==> src/design/cpm_pkg.sv <==
// shared types and constants for the cycle power and rms meter
package cpm_pkg;

  localparam int unsigned CFG_IDX_W  = 3;
  localparam int unsigned CFG_DATA_W = 32;

  localparam logic [CFG_IDX_W-1:0] CFG_VOLTAGE_OFFSET = 3'd0;
  localparam logic [CFG_IDX_W-1:0] CFG_CURRENT_OFFSET = 3'd1;
  localparam logic [CFG_IDX_W-1:0] CFG_VOLTAGE_GAIN   = 3'd2;
  localparam logic [CFG_IDX_W-1:0] CFG_CURRENT_GAIN   = 3'd3;
  localparam logic [CFG_IDX_W-1:0] CFG_INTEGRAL_SCALE = 3'd4;
  localparam logic [CFG_IDX_W-1:0] CFG_ENERGY_SCALE   = 3'd5;

  localparam logic [15:0] RST_VOLTAGE_OFFSET = 16'd27525;
  localparam logic [15:0] RST_CURRENT_OFFSET = 16'd27525;
  localparam logic [23:0] RST_VOLTAGE_GAIN   = 24'd5888410;
  localparam logic [23:0] RST_CURRENT_GAIN   = 24'd229837;
  localparam logic [31:0] RST_INTEGRAL_SCALE = 32'd3579139;
  localparam logic [31:0] RST_ENERGY_SCALE   = 32'd1431655;

  localparam int unsigned SAMPLE_W = 24;
  localparam int unsigned POINT_W  = 26;

  typedef enum logic [4:0] {
    S_IDLE, S_WR, S_RD, S_LD, S_PE, S_PO, S_XR, S_LAST, S_PL, S_D1, S_D2,
    S_SL, S_SH, S_SS, S_PW, S_EM, S_EA, S_QS, S_QT, S_QE, S_DONE
  } cpm_state_t;

  typedef enum logic [1:0] {LD_PLAIN, LD_FIRST, LD_RIGHT} cpm_ld_t;
  typedef enum logic [1:0] {WT_1, WT_2, WT_4} cpm_wt_t;
  typedef enum logic [1:0] {SEL_P, SEL_V, SEL_I} cpm_sel_t;

  typedef enum logic [3:0] {
    FIN_NONE, FIN_SM_LO, FIN_SM_HI, FIN_SM_SUM, FIN_PWR, FIN_EN_MUL, FIN_EN_ACC,
    FIN_SQ_START, FIN_SQ_STEP, FIN_SQ_END
  } cpm_fin_t;

  typedef struct packed {
    logic     conv_mul;
    logic     ram_we;
    logic     clr;
    logic     ld;
    cpm_ld_t  ld_mode;
    logic     pt;
    logic     pt_odd;
    cpm_wt_t  pt_wt;
    cpm_fin_t fin;
    cpm_sel_t sel;
    logic     out_ld;
  } cpm_cmd_t;

  typedef struct packed {
    logic sq_last;
  } cpm_status_t;

endpackage

==> src/design/cpm_ctrl.sv <==
// sequencer for sample capture, the end of cycle walk and the final arithmetic
module cpm_ctrl #(
  parameter int unsigned SAMPLES_PER_CYCLE = 20
) (
  input  logic                                 clk,
  input  logic                                 rst_n,
  input  logic                                 in_valid,
  input  logic                                 in_cycle_start,
  output logic                                 in_stall,
  output logic                                 out_valid,
  input  logic                                 out_stall,
  input  cpm_pkg::cpm_status_t                 status,
  output cpm_pkg::cpm_cmd_t                    cmd,
  output logic [$clog2(SAMPLES_PER_CYCLE)-1:0] wr_addr,
  output logic [$clog2(SAMPLES_PER_CYCLE)-1:0] rd_addr
);
  import cpm_pkg::*;

  localparam int unsigned AW = $clog2(SAMPLES_PER_CYCLE);
  localparam logic [AW-1:0] LAST_IDX = AW'(SAMPLES_PER_CYCLE - 1);
  localparam logic [AW-1:0] PENULT_K = AW'(SAMPLES_PER_CYCLE - 2);
  localparam logic [AW-1:0] XR_K     = AW'(SAMPLES_PER_CYCLE - 3);

  cpm_state_t    state_r, state_nxt;
  logic [AW-1:0] cnt_r, cnt_nxt;
  logic [AW-1:0] addr_r, addr_nxt;
  logic [AW-1:0] j_r, j_nxt;
  logic [AW-1:0] k_r, k_nxt;
  cpm_sel_t      sel_r, sel_nxt;
  logic          out_valid_r, out_valid_nxt;

  always_ff @(posedge clk) begin
    if (!rst_n) begin
      state_r     <= S_IDLE;
      cnt_r       <= '0;
      addr_r      <= '0;
      j_r         <= '0;
      k_r         <= '0;
      sel_r       <= SEL_P;
      out_valid_r <= 1'b0;
    end else begin
      state_r     <= state_nxt;
      cnt_r       <= cnt_nxt;
      addr_r      <= addr_nxt;
      j_r         <= j_nxt;
      k_r         <= k_nxt;
      sel_r       <= sel_nxt;
      out_valid_r <= out_valid_nxt;
    end
  end

  always_comb begin
    state_nxt     = state_r;
    cnt_nxt       = cnt_r;
    addr_nxt      = addr_r;
    j_nxt         = j_r;
    k_nxt         = k_r;
    sel_nxt       = sel_r;
    out_valid_nxt = out_valid_r && out_stall;
    in_stall      = 1'b1;
    cmd           = '0;
    cmd.ld_mode   = LD_PLAIN;
    cmd.pt_wt     = WT_2;
    cmd.fin       = FIN_NONE;
    cmd.sel       = sel_r;
    case (state_r)
      S_IDLE: begin
        in_stall = 1'b0;
        if (in_valid) begin
          cmd.conv_mul = 1'b1;
          addr_nxt     = in_cycle_start ? '0 : cnt_r;
          state_nxt    = S_WR;
        end
      end
      S_WR: begin
        cmd.ram_we = 1'b1;
        if (addr_r == LAST_IDX) begin
          cnt_nxt   = '0;
          cmd.clr   = 1'b1;
          j_nxt     = '0;
          k_nxt     = '0;
          state_nxt = S_RD;
        end else begin
          cnt_nxt   = addr_r + 1'b1;
          state_nxt = S_IDLE;
        end
      end
      S_RD: state_nxt = S_LD;
      S_LD: begin
        cmd.ld      = 1'b1;
        cmd.ld_mode = (j_r == AW'(2)) ? LD_FIRST : LD_PLAIN;
        if (j_r < AW'(2)) begin
          j_nxt     = j_r + 1'b1;
          state_nxt = S_RD;
        end else begin
          state_nxt = S_PE;
        end
      end
      S_PE: begin
        cmd.pt    = 1'b1;
        cmd.pt_wt = (k_r == '0) ? WT_1 : WT_2;
        state_nxt = S_PO;
      end
      S_PO: begin
        cmd.pt     = 1'b1;
        cmd.pt_odd = 1'b1;
        cmd.pt_wt  = WT_4;
        k_nxt      = k_r + 1'b1;
        if (j_r != LAST_IDX) begin
          j_nxt     = j_r + 1'b1;
          state_nxt = S_RD;
        end else if (k_r == XR_K) begin
          state_nxt = S_XR;
        end else begin
          state_nxt = S_LAST;
        end
      end
      S_XR: begin
        cmd.ld      = 1'b1;
        cmd.ld_mode = LD_RIGHT;
        state_nxt   = S_PE;
      end
      S_LAST: begin
        cmd.ld    = 1'b1;
        state_nxt = S_PL;
      end
      S_PL: begin
        cmd.pt    = 1'b1;
        cmd.pt_wt = WT_1;
        state_nxt = S_D1;
      end
      S_D1: state_nxt = S_D2;
      S_D2: begin
        sel_nxt   = SEL_P;
        state_nxt = S_SL;
      end
      S_SL: begin
        cmd.fin   = FIN_SM_LO;
        state_nxt = S_SH;
      end
      S_SH: begin
        cmd.fin   = FIN_SM_HI;
        state_nxt = S_SS;
      end
      S_SS: begin
        cmd.fin   = FIN_SM_SUM;
        state_nxt = (sel_r == SEL_P) ? S_PW : S_QS;
      end
      S_PW: begin
        cmd.fin   = FIN_PWR;
        state_nxt = S_EM;
      end
      S_EM: begin
        cmd.fin   = FIN_EN_MUL;
        state_nxt = S_EA;
      end
      S_EA: begin
        cmd.fin   = FIN_EN_ACC;
        sel_nxt   = SEL_V;
        state_nxt = S_SL;
      end
      S_QS: begin
        cmd.fin   = FIN_SQ_START;
        state_nxt = S_QT;
      end
      S_QT: begin
        cmd.fin = FIN_SQ_STEP;
        if (status.sq_last) begin
          state_nxt = S_QE;
        end
      end
      S_QE: begin
        cmd.fin = FIN_SQ_END;
        if (sel_r == SEL_V) begin
          sel_nxt   = SEL_I;
          state_nxt = S_SL;
        end else begin
          state_nxt = S_DONE;
        end
      end
      S_DONE: begin
        // wait until the previous result beat has gone
        if (!out_valid_r || !out_stall) begin
          cmd.out_ld    = 1'b1;
          out_valid_nxt = 1'b1;
          state_nxt     = S_IDLE;
        end
      end
      default: state_nxt = S_IDLE;
    endcase
  end

  assign out_valid = out_valid_r;
  assign wr_addr   = addr_r;
  assign rd_addr   = j_r;
endmodule

==> config.mk <==
export PLATFORM = sky130hd
export DESIGN_NAME = cpm_ctrl
export DESIGN_NICKNAME = d
export VERILOG_FILES = /design/src/design/cpm_pkg.sv /design/src/design/cpm_ctrl.sv
export SDC_FILE = /design/constraint.sdc
export NUM_CORES = 1
export LEC_CHECK = 0
export BUFFER_PORTS_ARGS = -buffer_cell sky130_fd_sc_hd__buf_4
export CAP_MARGIN = 10
export CORE_UTILIZATION = 56
export DETAILED_ROUTE_END_ITERATION = 6
export MAX_ROUTING_LAYER = met4
export PLACE_DENSITY = 0.78
export SYNTH_ARGS = -nofsm -noshare
export SYNTH_HDL_FRONTEND = slang
export SYNTH_SLANG_ARGS = --single-unit
==> constraint.sdc <==
create_clock -name clk -period 2.2 [get_ports clk]
set_input_delay 0.44 -clock clk [delete_from_list [all_inputs] [get_ports clk]]
set_output_delay 0.44 -clock clk [all_outputs]
set_load 0.05 [all_outputs]
### Word level (Yosys, flattened, before mapping)

Cells that the tools add are included.
Widths: inputs -> output; s select.

* bits in registers: 28
* bits in latches: 0
* RAM bits: 0
* memory bits (read-only): 0
* bits of input ports: 6
* output and inout bits: 29
* logic and storage cells: 97
* memories kept: 0

* add/sub/neg operators: 3
* multipliers: 0
* divide/modulo/power cells: 0
* order comparisons: 1
* equality and inequality tests: 32
* shifts and indexed selects: 0
* multiplexer cells: 36
* bitwise gates (word level): 0
* reductions and logical operators: 18

Operator list (count)
* $pmux 5 s20: 1
* $mux 5: 11
* $eq 5x4->1 const B: 8
* $pmux 4 s9: 1
* $eq 5x5->1 const B: 7
* $eq 5x3->1 const B: 4
* $add 5x1->5 const B: 3
* $eq 5x2->1 const B: 3
* $pmux 5 s3: 1
* $mux 1: 14
* $ne 2x2->1 const B: 7
* $pmux 2 s3: 2
* $logic_not 5->1: 2
* $pmux 5 s2: 1
* $mux 2: 3
* $reduce_and 2->1: 3
* $reduce_bool 3->1: 2
* $reduce_or 3->1: 2
* $eq 5x1->1 const B: 1
* $lt 5x2->1 const B: 1
* $ne 5x5->1 const B: 1
* $pmux 2 s2: 1
* $reduce_and 4->1: 1
* $mux 3: 1
* other kinds (8): 9

### Longest topological paths before layout

Gate-level depths: netlist of run 1.

* word-level depth: 4
* depth in mapped cells: 7

### Least setup slack after synthesis of run 1

Ideal clock, no wire load.

* kind: register to output
* start: reg state_r[0]
* end: out cmd[13] (netlist bit)
* data arrival time: 2.075 ns
* data required time: 1.760 ns
* slack: -0.315 ns
* stages on the path, launching flop included: 6
* buffers on the path: 3
* cells stage by stage: dfxtp_1 buf_4 clkbuf_1 clkbuf_1 nor2_1 nor3_1

RTL lines
* from (decl): line cpm_ctrl.sv:24 `cpm_state_t state_r, state_nxt;`
* from (signal assigned): line cpm_ctrl.sv:42 `state_r <= state_nxt;`
* to (decl): line cpm_ctrl.sv:13 `output cpm_pkg::cpm_cmd_t cmd,`

==> flow_metrics.tcl, run 1 <==
set metrics [dict create \
    antenna_found_initial 0 \
    num-fill-cells 286 \
    final_nets 307 \
    dr_wl_met2_um 2120 \
    cap_violations 0 \
    pwr-share-seq_pct 52.1 \
    synthDistinctLibCells 54 \
    synth_seq_area_share_pct 28.9 \
    rr_worst_depth 6 \
    pin_count 35 \
    die_area_mm2 0.00371 \
    numCtsBuffers 3 \
    min_period_over_period_pct 96.2 \
    numPortBuffers 34 \
    p_per_area_mw_per_mm2 424 \
    fmax_mhz 472 \
    ys.flop_type "dfxtp_1" \
    setup_viol 0 \
    fp.coreArea_mm2 0.00334 \
    synth_area_mm2 0.00194 \
    rsz0062_at_grt "true" \
    fin_tns_setup_ns 0 \
    viasPerCell 5.70 \
    grt.overflow.total 0 \
    layout-drive-gt1-share_pct 26.9 \
    routed_wl_um 4590 \
    finalCriticalPeriod_ns 2.12 \
    vias 1939 \
    cp_max_fo 6 \
    peakVddDrop_uv 295 \
    slew_viol_final 0 \
    grt_pass1_vias 1566 \
    grt_pass1_wl_um 7070 \
    htree_levels 1 \
    p_sw_share_pct 26.0 \
    syn_nets 274 \
    syn_to_final_growth_pct 24.1 \
    synth_seq_cells 28 \
    cts_sinks 28 \
    status "completed" \
    antenna_left 0 \
    synth_edf_count 0 \
    cp.arrival_ns 1.68 \
    yosysWarnings 0 \
    clkLatencyLatePin_ns 0.33 \
    die_w_um 60.9 \
    end_kind "output pin" \
    dr.pass1.iters 4 \
    p_leak_nw 0.973 \
    hold_viol 0 \
    cts_root_buf "clkbuf_4" \
    fin_area_mm2 0.00241 \
    grt.total_usage_pct 26.1 \
    cts_tree "done" \
    synth_xor_area_share_pct 1.80 \
    tightest_slew_ns 0.415 \
    synth_top_family_by_area "simple AND/OR/NAND/NOR gates" \
    gp_congestion 0.951 \
    cp-start-kind "register" \
    netlist_instances 262 \
    wl_met3_um 146 \
    wl_per_cell_um 13.5 \
    path_class "register to output pin" \
    routed.top_layer "met4" \
    drtIter0Drc 213 \
    drc 0 \
    dpl.hpwl_um 3250 \
    postCtsHoldBufs 0 \
    syn_area_per_cell_um2 7.41 \
    crit_required_ns 1.76 \
    pwr-share-comb_pct 14.3 \
    cell_internal_pwr_w 0.000756 \
    wl_met1_um 2290 \
    synth-async-reset-ratio_pct 0 \
    power.switching_w 0.000266 \
    relSlewSlack_pct 72.3 \
    die_height_um 60.9 \
    clockBufferDepth 2 \
    path_clk_slew_ns 0.16 \
    fin_skew_ns 0.00210 \
    clockPowerShare_pct 33.6 \
    hp-class "primary input to register" \
    placed_cell_area_mm2 0.00227 \
    hold_depth 3 \
    n_antenna_cell 0 \
    row_count 21 \
    synthAdderAreaFrac_pct 3.87 \
    start_util_pct 58.2 \
    grt_max_degree 25 \
    yosys.area_share.simple_pct 32.3 \
    synth_compound_area_share_pct 26.1 \
    yosys-mux-area-fraction_pct 1.03 \
]
==> sequential cells by signal (all words and copies together), names as in the netlist <==
register   flops
out_valid      1
sel_r          2
wr_addr        5
cnt_r          5
k_r            5
rd_addr        5
state_r        5
==> cells by family (layout without fill, tap and decap cells) <==
logic type / Yosys count / count (layout)
xor gates and xnor gates: 4 / 4
buffers and inverters: 28 / 60
and+or+nand+nor: 117 / 117
AOI/OAI and AO/OA: 77 / 77
adders and majority gates: 6 / 6
muxes: 2 / 2
DFF: 28 / 28
==> final timing paths <==
kind,from,endpoint,slack (ns)
worst max-delay path,k_r[0],cmd[7],0.08
worst min-delay path,in_cycle_start,wr_addr[3],0.41
worst max register to register,wr_addr[0],rd_addr[4],0.16
worst min register to register,cnt_r[1],cnt_r[1],0.49
==> final cells by class <==
| cell class | count | area (um^2) | share of cell area (%) |
|---|---|---|---|
| multi-input cells | 206 | 1330 | 55.3 |
| flip-flops and latches | 28 | 576 | 23.9 |
| repair buffers | 46 | 353 | 14.6 |
| well taps | 46 | 57.6 | 2.39 |
| inverters | 10 | 37.5 | 1.56 |
| clock inverters | 1 | 30.0 | 1.25 |
| clock buffers | 3 | 22.5 | 0.935 |
==> metal layers <==
layer,vias up,global-route usage (%)
met5,-,-
met4,0,3.90
met3,4,3.20
met2,42,40.2
met1,896,37.5
li1,997,-
==> stage by stage <==
step           setup WS, ns  utilization, %  total power (W)  std cells  hold WS (ns)
2_1_floorplan        0.0787               -         0.000643        262         0.436
3_5_place_dp          0.176            67.9         0.000683        334         0.461
6_report             0.0836            72.2          0.00102        340         0.409
4_1_cts             0.00718            70.2          0.00102        338         0.404
5_1_grt             -0.0140            72.2          0.00106        340         0.408
3_3_place_gp          0.196            67.9         0.000682        334         0.461
==> what timing repair did <==
item / in CTS / in global routing
gates resized for setup: 9 / 16
setup buffers: 0 / 2
pin swaps: 0 / 0
setup endpoints to repair: 8 / 11
==> worst max-delay path, cell delays in order (launching register included) <==
cell and delay, ns:
dfxtp_4 0.41, inv_1 0.05, ha_1 0.18, nor4b_2 0.15, o21ai_1 0.19, o21ai_0 0.11
nand2_1 0.07, buf_4 0.19
==> power by group through the flow <==
stage | clock (W) | combinational (W) | sequential (W)
after floorplan | 0 | 0.0000938 | 0.000549
after global placement | 0 | 0.000138 | 0.000545
after detailed placement | 0 | 0.000138 | 0.000545
after CTS | 0.000348 | 0.000140 | 0.000534
after global routing | 0.000368 | 0.000160 | 0.000534
final | 0.000343 | 0.000146 | 0.000532
==> cell usage after synthesis (2+ instances only) <==
master    number  share of area (%)
a21boi_0      11                4.3
a211o_1        2               0.90
buf_4          2               0.77
nand3_1       11                2.8
nand4_1        2               0.64
buf_2          3               0.77
nor3_1         7                1.8
o31ai_1        2               0.77
mux2i_1        2                1.0
a211oi_1       2               0.77
inv_1         10                1.9
nand2b_1       9                2.9
and3_1         2               0.64
o21a_1         3                1.2
a31oi_1        2               0.64
nor2_1        24                4.6
xnor2_1        3                1.4
nand2_1       27                5.2
o21ai_0       16                4.1
o32ai_1        2               0.90
or3b_2         6                2.7
a21oi_1       20                5.2
or3_1          2               0.64
nor3b_1        4                1.5
nor2b_1        8                2.6
ha_1           6                3.9
and2_1         5                1.6
buf_1          3               0.58
a2111o_1       2                1.2
dfxtp_1       28                 29
o22ai_1        4                1.3
clkbuf_1      10                1.9
==> placed cells by master, fill, tap and decap left out, types with 6 or more instances in the layout <==
| cell type | n |
|---|---|
| a21boi_0 | 11 |
| a21oi_1 | 20 |
| buf_4 | 44 |
| dfxtp_1 | 20 |
| dfxtp_2 | 6 |
| ha_1 | 6 |
| inv_1 | 9 |
| nand2_1 | 27 |
| nand2b_1 | 9 |
| nand3_1 | 9 |
| nor2_1 | 21 |
| nor2b_1 | 6 |
| o21ai_0 | 15 |
| or3b_2 | 6 |
(Power assumes the default switching activity.)
==> run 2: changes to the inputs <==
--- a/config.mk
+++ b/config.mk
@@ -5,12 +5,14 @@
 export SDC_FILE = /design/constraint.sdc
 export NUM_CORES = 1
 export LEC_CHECK = 0
+export ABC_AREA = 1
 export BUFFER_PORTS_ARGS = -buffer_cell sky130_fd_sc_hd__buf_4
 export CAP_MARGIN = 10
-export CORE_UTILIZATION = 56
+export CORE_UTILIZATION = 55
+export CTS_CLUSTER_DIAMETER = 150
 export DETAILED_ROUTE_END_ITERATION = 6
 export MAX_ROUTING_LAYER = met4
-export PLACE_DENSITY = 0.78
+export PLACE_DENSITY = 0.77
 export SYNTH_ARGS = -nofsm -noshare
 export SYNTH_HDL_FRONTEND = slang
 export SYNTH_SLANG_ARGS = --single-unit
==> run 2 against run 1 <==
Net effect: hold slack worse by 0.056 ns; largest cell class unchanged; wire length down 6.2%; critical path depth down 1; clock-buffer cell count unchanged; clock skew about the same; first-iteration DRC count down 51%; highest routed layer unchanged; final area down 9.3%.
==> flow_metrics.tcl, run 2 <==
set metrics [dict create \
    grt_pass1_wl_um 6820 \
    cts_sinks 28 \
    cp_max_fo 12 \
    layout_common_cells "nand2_1, nor2_1, buf_4" \
    gp_congestion 0.915 \
    synthDistinctLibCells 28 \
    relSlewSlack_pct 56.9 \
    post-cts-setup-buffers 0 \
    numCtsBuffers 3 \
    grt_max_degree 22 \
    mostFrequentLayoutCell "nand2_1" \
    min_period_over_period_pct 96.2 \
    drc 0 \
    grt.overflow.total 0 \
    synth-async-reset-ratio_pct 0 \
    cap_violations 0 \
    fin_cells 358 \
    path_clk_slew_ns 0.16 \
    fin_total_pwr_w 0.00101 \
    vias 1858 \
    placed_cell_area_mm2 0.00211 \
    hold_viol 0 \
    numPortBuffers 34 \
    fmax_mhz 473 \
    clkLatencyLatePin_ns 0.34 \
    die_height_um 59.5 \
    antenna_found_initial 0 \
    timing.final.ws_setup_ns 0.0845 \
    dp_cells 354 \
    synth_common_cells "nand2_1, nor2_1, inv_1" \
    yosysMostFrequentCell "nand2_1" \
    start_util_pct 58.5 \
    clockBufferDepth 2 \
    synth_seq_cells 28 \
    fin_area_mm2 0.00219 \
    n_antenna_cell 0 \
    ys.flop_type "dfxtp_1" \
    fin_skew_ns 0.00226 \
    wl_met1_um 2060 \
    syn_area_per_cell_um2 6.48 \
    cts_tree "done" \
    routed.top_layer "met4" \
    pre_cts_slack_ns 0.366 \
    yosys.area.top_type "dfxtp_1" \
    fp.coreArea_mm2 0.00310 \
    setup_viol 0 \
    netlist_instances 280 \
    syn_to_final_growth_pct 20.4 \
    syn_nets 292 \
    wl_met3_um 159 \
    cp-start-kind "register" \
    dr.pass1.iters 4 \
    status "completed" \
    grt_pass1_vias 1594 \
    yosysTopAreaCellShare_pct 30.9 \
    synth_area_leaders "dfxtp_1, nand2_1, nor2_1" \
    crit_required_ns 1.76 \
    slew_viol_final 0 \
    die_area_mm2 0.00353 \
    p_leak_nw 1.03 \
    htree_levels 1 \
    synth_seq_area_share_pct 30.9 \
    routed_wl_um 4300 \
    row_count 20 \
    fin_tns_setup_ns 0 \
    p_per_area_mw_per_mm2 460 \
    tightest_slew_ns 0.645 \
    layout-drive-gt1-share_pct 22.0 \
    num-fill-cells 313 \
    dr_wl_met2_um 2020 \
    dpl.hpwl_um 3270 \
    antenna_left 0 \
    wl_per_cell_um 12.0 \
    pin_count 35 \
    final_nets 327 \
    viasPerCell 5.19 \
    path_class "register to output pin" \
    die_w_um 59.5 \
    synth_edf_count 0 \
    drtIter0Drc 105 \
    hp-class "primary input to register" \
    grt.total_usage_pct 26.1 \
    cts_root_buf "clkbuf_4" \
    finalCriticalPeriod_ns 2.12 \
    rsz0062_at_grt "false" \
    peakVddDrop_uv 276 \
    synth_area_mm2 0.00182 \
    end_kind "output pin" \
    yosysWarnings 0 \
    cp.arrival_ns 1.68 \
]
[run 2: per-layer routing]
metal,up-vias,GRT usage [%]
met5,-,-
met4,0,9.52
met3,7,3.49
met2,40,42.2
met1,850,33.1
li1,961,-
[run 2: cell families after synthesis]
family          synth area share [%]
compound gates                  12.8
xor+xnor                        2.90
fa+ha+maj                       4.13
buf+inv                         9.30
flops                           30.9
simple gates                    40.0
[run 2: power by group]
| group | switching [W] | internal, W | leakage (nW) | total, W |
|---|---|---|---|---|
| combinational | 0.0000944 | 0.0000401 | 0.773 | 0.000135 |
| sequential | 0.00000928 | 0.000514 | 0.228 | 0.000524 |
| clock | 0.000164 | 0.000185 | 0.0279 | 0.000348 |
| total | 0.000267 | 0.000739 | 1.03 | 0.00101 |
[run 2: through the flow]
step                hold WS (ns)  utilization, %
floorplan                  0.446               -
global placement           0.460            67.9
detailed placement         0.460            67.9
CTS                        0.352            69.9
global route               0.361            70.4
finish                     0.353            70.4
[run 2: what timing repair did]
action                                  in CTS  in global routing
endpoints found under the setup margin       2                  6
gates resized for setup                      2                  7
hold buffers                                 0                  0
[run 2: area by class of cell]
class / instances / area (um^2) / area share [%]
repair buffers: 34 / 255 / 11.7
flip-flops and latches: 28 / 566 / 25.9
well taps: 44 / 55.1 / 2.52
multi-input cells: 209 / 1110 / 50.8
clock inverters: 1 / 30.0 / 1.37
clock buffers: 3 / 22.5 / 1.03
inverters: 39 / 146 / 6.70
[run 2: path summary, 6_finish.rpt]
| kind | startpoint | end | slack [ns] | cells after the start |
|---|---|---|---|---|
| worst max-delay path | state_r[4] | cmd[3] | 0.08 | 6 |
| worst min-delay path | rst_n | state_r[3] | 0.35 | 3 |
| worst max register to register | state_r[2] | sel_r[1] | 0.60 | 8 |
| worst min register to register | cnt_r[3] | cnt_r[3] | 0.48 | 2 |
[run 2: critical path: stages, from the launching register on]
cell and delay (ns):
dfxtp_1 0.39, inv_2 0.22, nand3_1 0.19, inv_1 0.12, nand2_1 0.07, a31oi_1 0.14
buf_4 0.22
==> run 3: changes to the inputs <==
--- a/config.mk
+++ b/config.mk
@@ -8,11 +8,11 @@
 export ABC_AREA = 1
 export BUFFER_PORTS_ARGS = -buffer_cell sky130_fd_sc_hd__buf_4
 export CAP_MARGIN = 10
-export CORE_UTILIZATION = 55
+export CORE_UTILIZATION = 50
 export CTS_CLUSTER_DIAMETER = 150
 export DETAILED_ROUTE_END_ITERATION = 6
 export MAX_ROUTING_LAYER = met4
-export PLACE_DENSITY = 0.77
+export PLACE_DENSITY_LB_ADDON = 0.25
 export SYNTH_ARGS = -nofsm -noshare
 export SYNTH_HDL_FRONTEND = slang
 export SYNTH_SLANG_ARGS = --single-unit
==> constraint.sdc (replaced) <==
create_clock -name clk -period 1.8 [get_ports clk]
set_input_delay 0.36 -clock clk [delete_from_list [all_inputs] [get_ports clk]]
set_output_delay 0.36 -clock clk [all_outputs]
set_load 0.05 [all_outputs]
==> run 3 against run 2 <==
Net effect: the run now ends with setup timing left; sequential cell count did not move; register-to-register slack got worse by 0.62 ns; clock skew increased by 0.0085 ns; combinational power up 78%; highest routed layer unchanged; largest cell class unchanged.
==> flow_metrics.tcl, run 3 (same netlist as run 2, synthesis figures left out) <==
set metrics [dict create \
    antenna_left 0 \
    viasPerCell 5.95 \
    cts_root_buf "clkbuf_4" \
    postCtsHoldBufs 0 \
    routed_wl_um 7060 \
    placed_cell_area_mm2 0.00219 \
    cp_max_fo 5 \
    start_util_pct 53.2 \
    pin_count 35 \
    grt.total_usage_pct 33.2 \
    grt_max_degree 17 \
    p_sw_share_pct 28.4 \
    finalCriticalPeriod_ns 1.86 \
    p_per_area_mw_per_mm2 449 \
    r2r_slack_ns -0.02 \
    rr_worst_depth 12 \
    violations "setup timing" \
    numPortBuffers 34 \
    crit_required_ns 1.44 \
    cp.arrival_ns 1.50 \
    clockBufferDepth 2 \
    grt_pass1_wl_um 9760 \
    min_period_over_period_pct 103 \
    relSlewSlack_pct 69.4 \
    vias 2415 \
    grt.overflow.total 0 \
    fin_tns_setup_ns -0.407 \
    slew_viol_final 0 \
    path_clk_slew_ns 0.15 \
    fmax_mhz 538 \
    die_area_mm2 0.00388 \
    layout-drive-gt1-share_pct 42.5 \
    hold_ws_ns 0.273 \
    die_w_um 62.3 \
    fin_skew_ns 0.0108 \
    power.switching_w 0.000369 \
    rsz0062_at_grt "true" \
    dpl.hpwl_um 3490 \
    peakVddDrop_uv 479 \
    cp-startpoint "state_r[0]" \
    cell_internal_pwr_w 0.000931 \
    drc 0 \
    grt_pass1_vias 2044 \
    clkLatencyLatePin_ns 0.35 \
    p_leak_nw 1.33 \
    gp_congestion 0.948 \
    cap_violations 0 \
    n_antenna_cell 0 \
    cts_sinks 28 \
    final_util_pct 84.8 \
    pwr-share-seq_pct 48.5 \
    tightest_slew_ns 0.456 \
    min_from "out_stall" \
    hp-class "primary input to register" \
    hold_viol 0 \
    htree_levels 1 \
    setup_viol 13 \
    clockPowerShare_pct 33.1 \
    syn_to_final_growth_pct 59.5 \
    path_class "register to output pin" \
    fp.coreArea_mm2 0.00342 \
    r2r-start "state_r[1]" \
    cts_tree "done" \
    layout_common_cells "nand2_1, buf_4, nor2_1" \
    cp-start-kind "register" \
    row_count 21 \
    wl_per_cell_um 17.4 \
    die_height_um 62.3 \
    pwr-share-comb_pct 18.5 \
    antenna_found_initial 0 \
    status "complete, but fails checks" \
    dr.pass1.iters 7 \
    timing.final.ws_setup_ns -0.0599 \
    rr_endpoint "state_r[0]" \
    fin_area_mm2 0.00290 \
    end_kind "output pin" \
    final_nets 373 \
    numCtsBuffers 3 \
    endpoint "cmd[7]" \
    drtIter0Drc 273 \
]
-- run 3: cell types whose count changed in the layout (fill, tap and decap cells not counted), moves of 3 or more --
cell,before,now
buf_4,34,60
buf_6,0,13
nand2_1,69,60
dfxtp_4,0,8
nand2_4,1,9
nor2_1,37,29
nor2_4,3,11
buf_8,0,7
inv_1,32,26
dfxtp_1,24,19
inv_2,7,11
nand3_1,23,19
dfxtp_2,4,1
nand3_4,2,5
-- run 3: how the worst min path moves through the flow --
stage	endpoint	slack [ns]	cells after the start
2_1_floorplan	cnt_r[1]	0.45	2
3_3_place_gp	cnt_r[2]	0.46	2
3_5_place_dp	cnt_r[2]	0.47	2
4_1_cts	out_valid	0.28	3
5_1_grt	out_valid	0.28	3
6_report	out_valid	0.27	3
-- run 3: metal layers --
metal | track usage (%) | wire (um)
met1 | 37.5 | 2690
met2 | 56.2 | 3330
met3 | 4.78 | 642
met4 | 18.3 | 393
met5 | - | 0
-- run 3: worst max-delay path, cell delays in order, from the launching register on --
cell and delay [ns]:
dfxtp_4 0.40, nor2_4 0.12, inv_2 0.08, nor2_4 0.17, nand2_4 0.09, nand2_4 0.10, nand2_4 0.05, buf_8 0.14
-- run 3: area by class of cell --
| type | count | area (um^2) |
|---|---|---|
| clock inverters | 1 | 30.0 |
| repair buffers | 80 | 702 |
| fillers | 180 | 519 |
| multi-input cells | 209 | 1330 |
| well taps | 46 | 57.6 |
| inverters | 39 | 161 |
| flip-flops and latches | 28 | 592 |
| clock buffers | 3 | 22.5 |
-- run 3: power by group through the flow --
stage | Combinational [W] | Sequential (W) | Clock [W]
after detailed placement | 0.000171 | 0.000650 | 0
after floorplan | 0.000101 | 0.000664 | 0
final | 0.000240 | 0.000630 | 0.000430
after global placement | 0.000168 | 0.000650 | 0
after global routing | 0.000252 | 0.000632 | 0.000457
after CTS | 0.000206 | 0.000630 | 0.000426
-- run 3: timing repair --
action,4_1_cts,5_1_grt
gates resized for setup,54,43
endpoints found under the hold margin,0,0
buffers inserted,25,17
setup endpoints to repair,16,20
pin swaps,11,26
-- run 3: stage by stage --
step,cells,setup WS [ns],total power (W)
floorplan,280,-0.0430,0.000765
global placement,362,0.142,0.000818
detailed placement,362,0.0803,0.000821
CTS,391,-0.0417,0.00126
global route,406,-0.131,0.00134
finish,406,-0.0599,0.00130
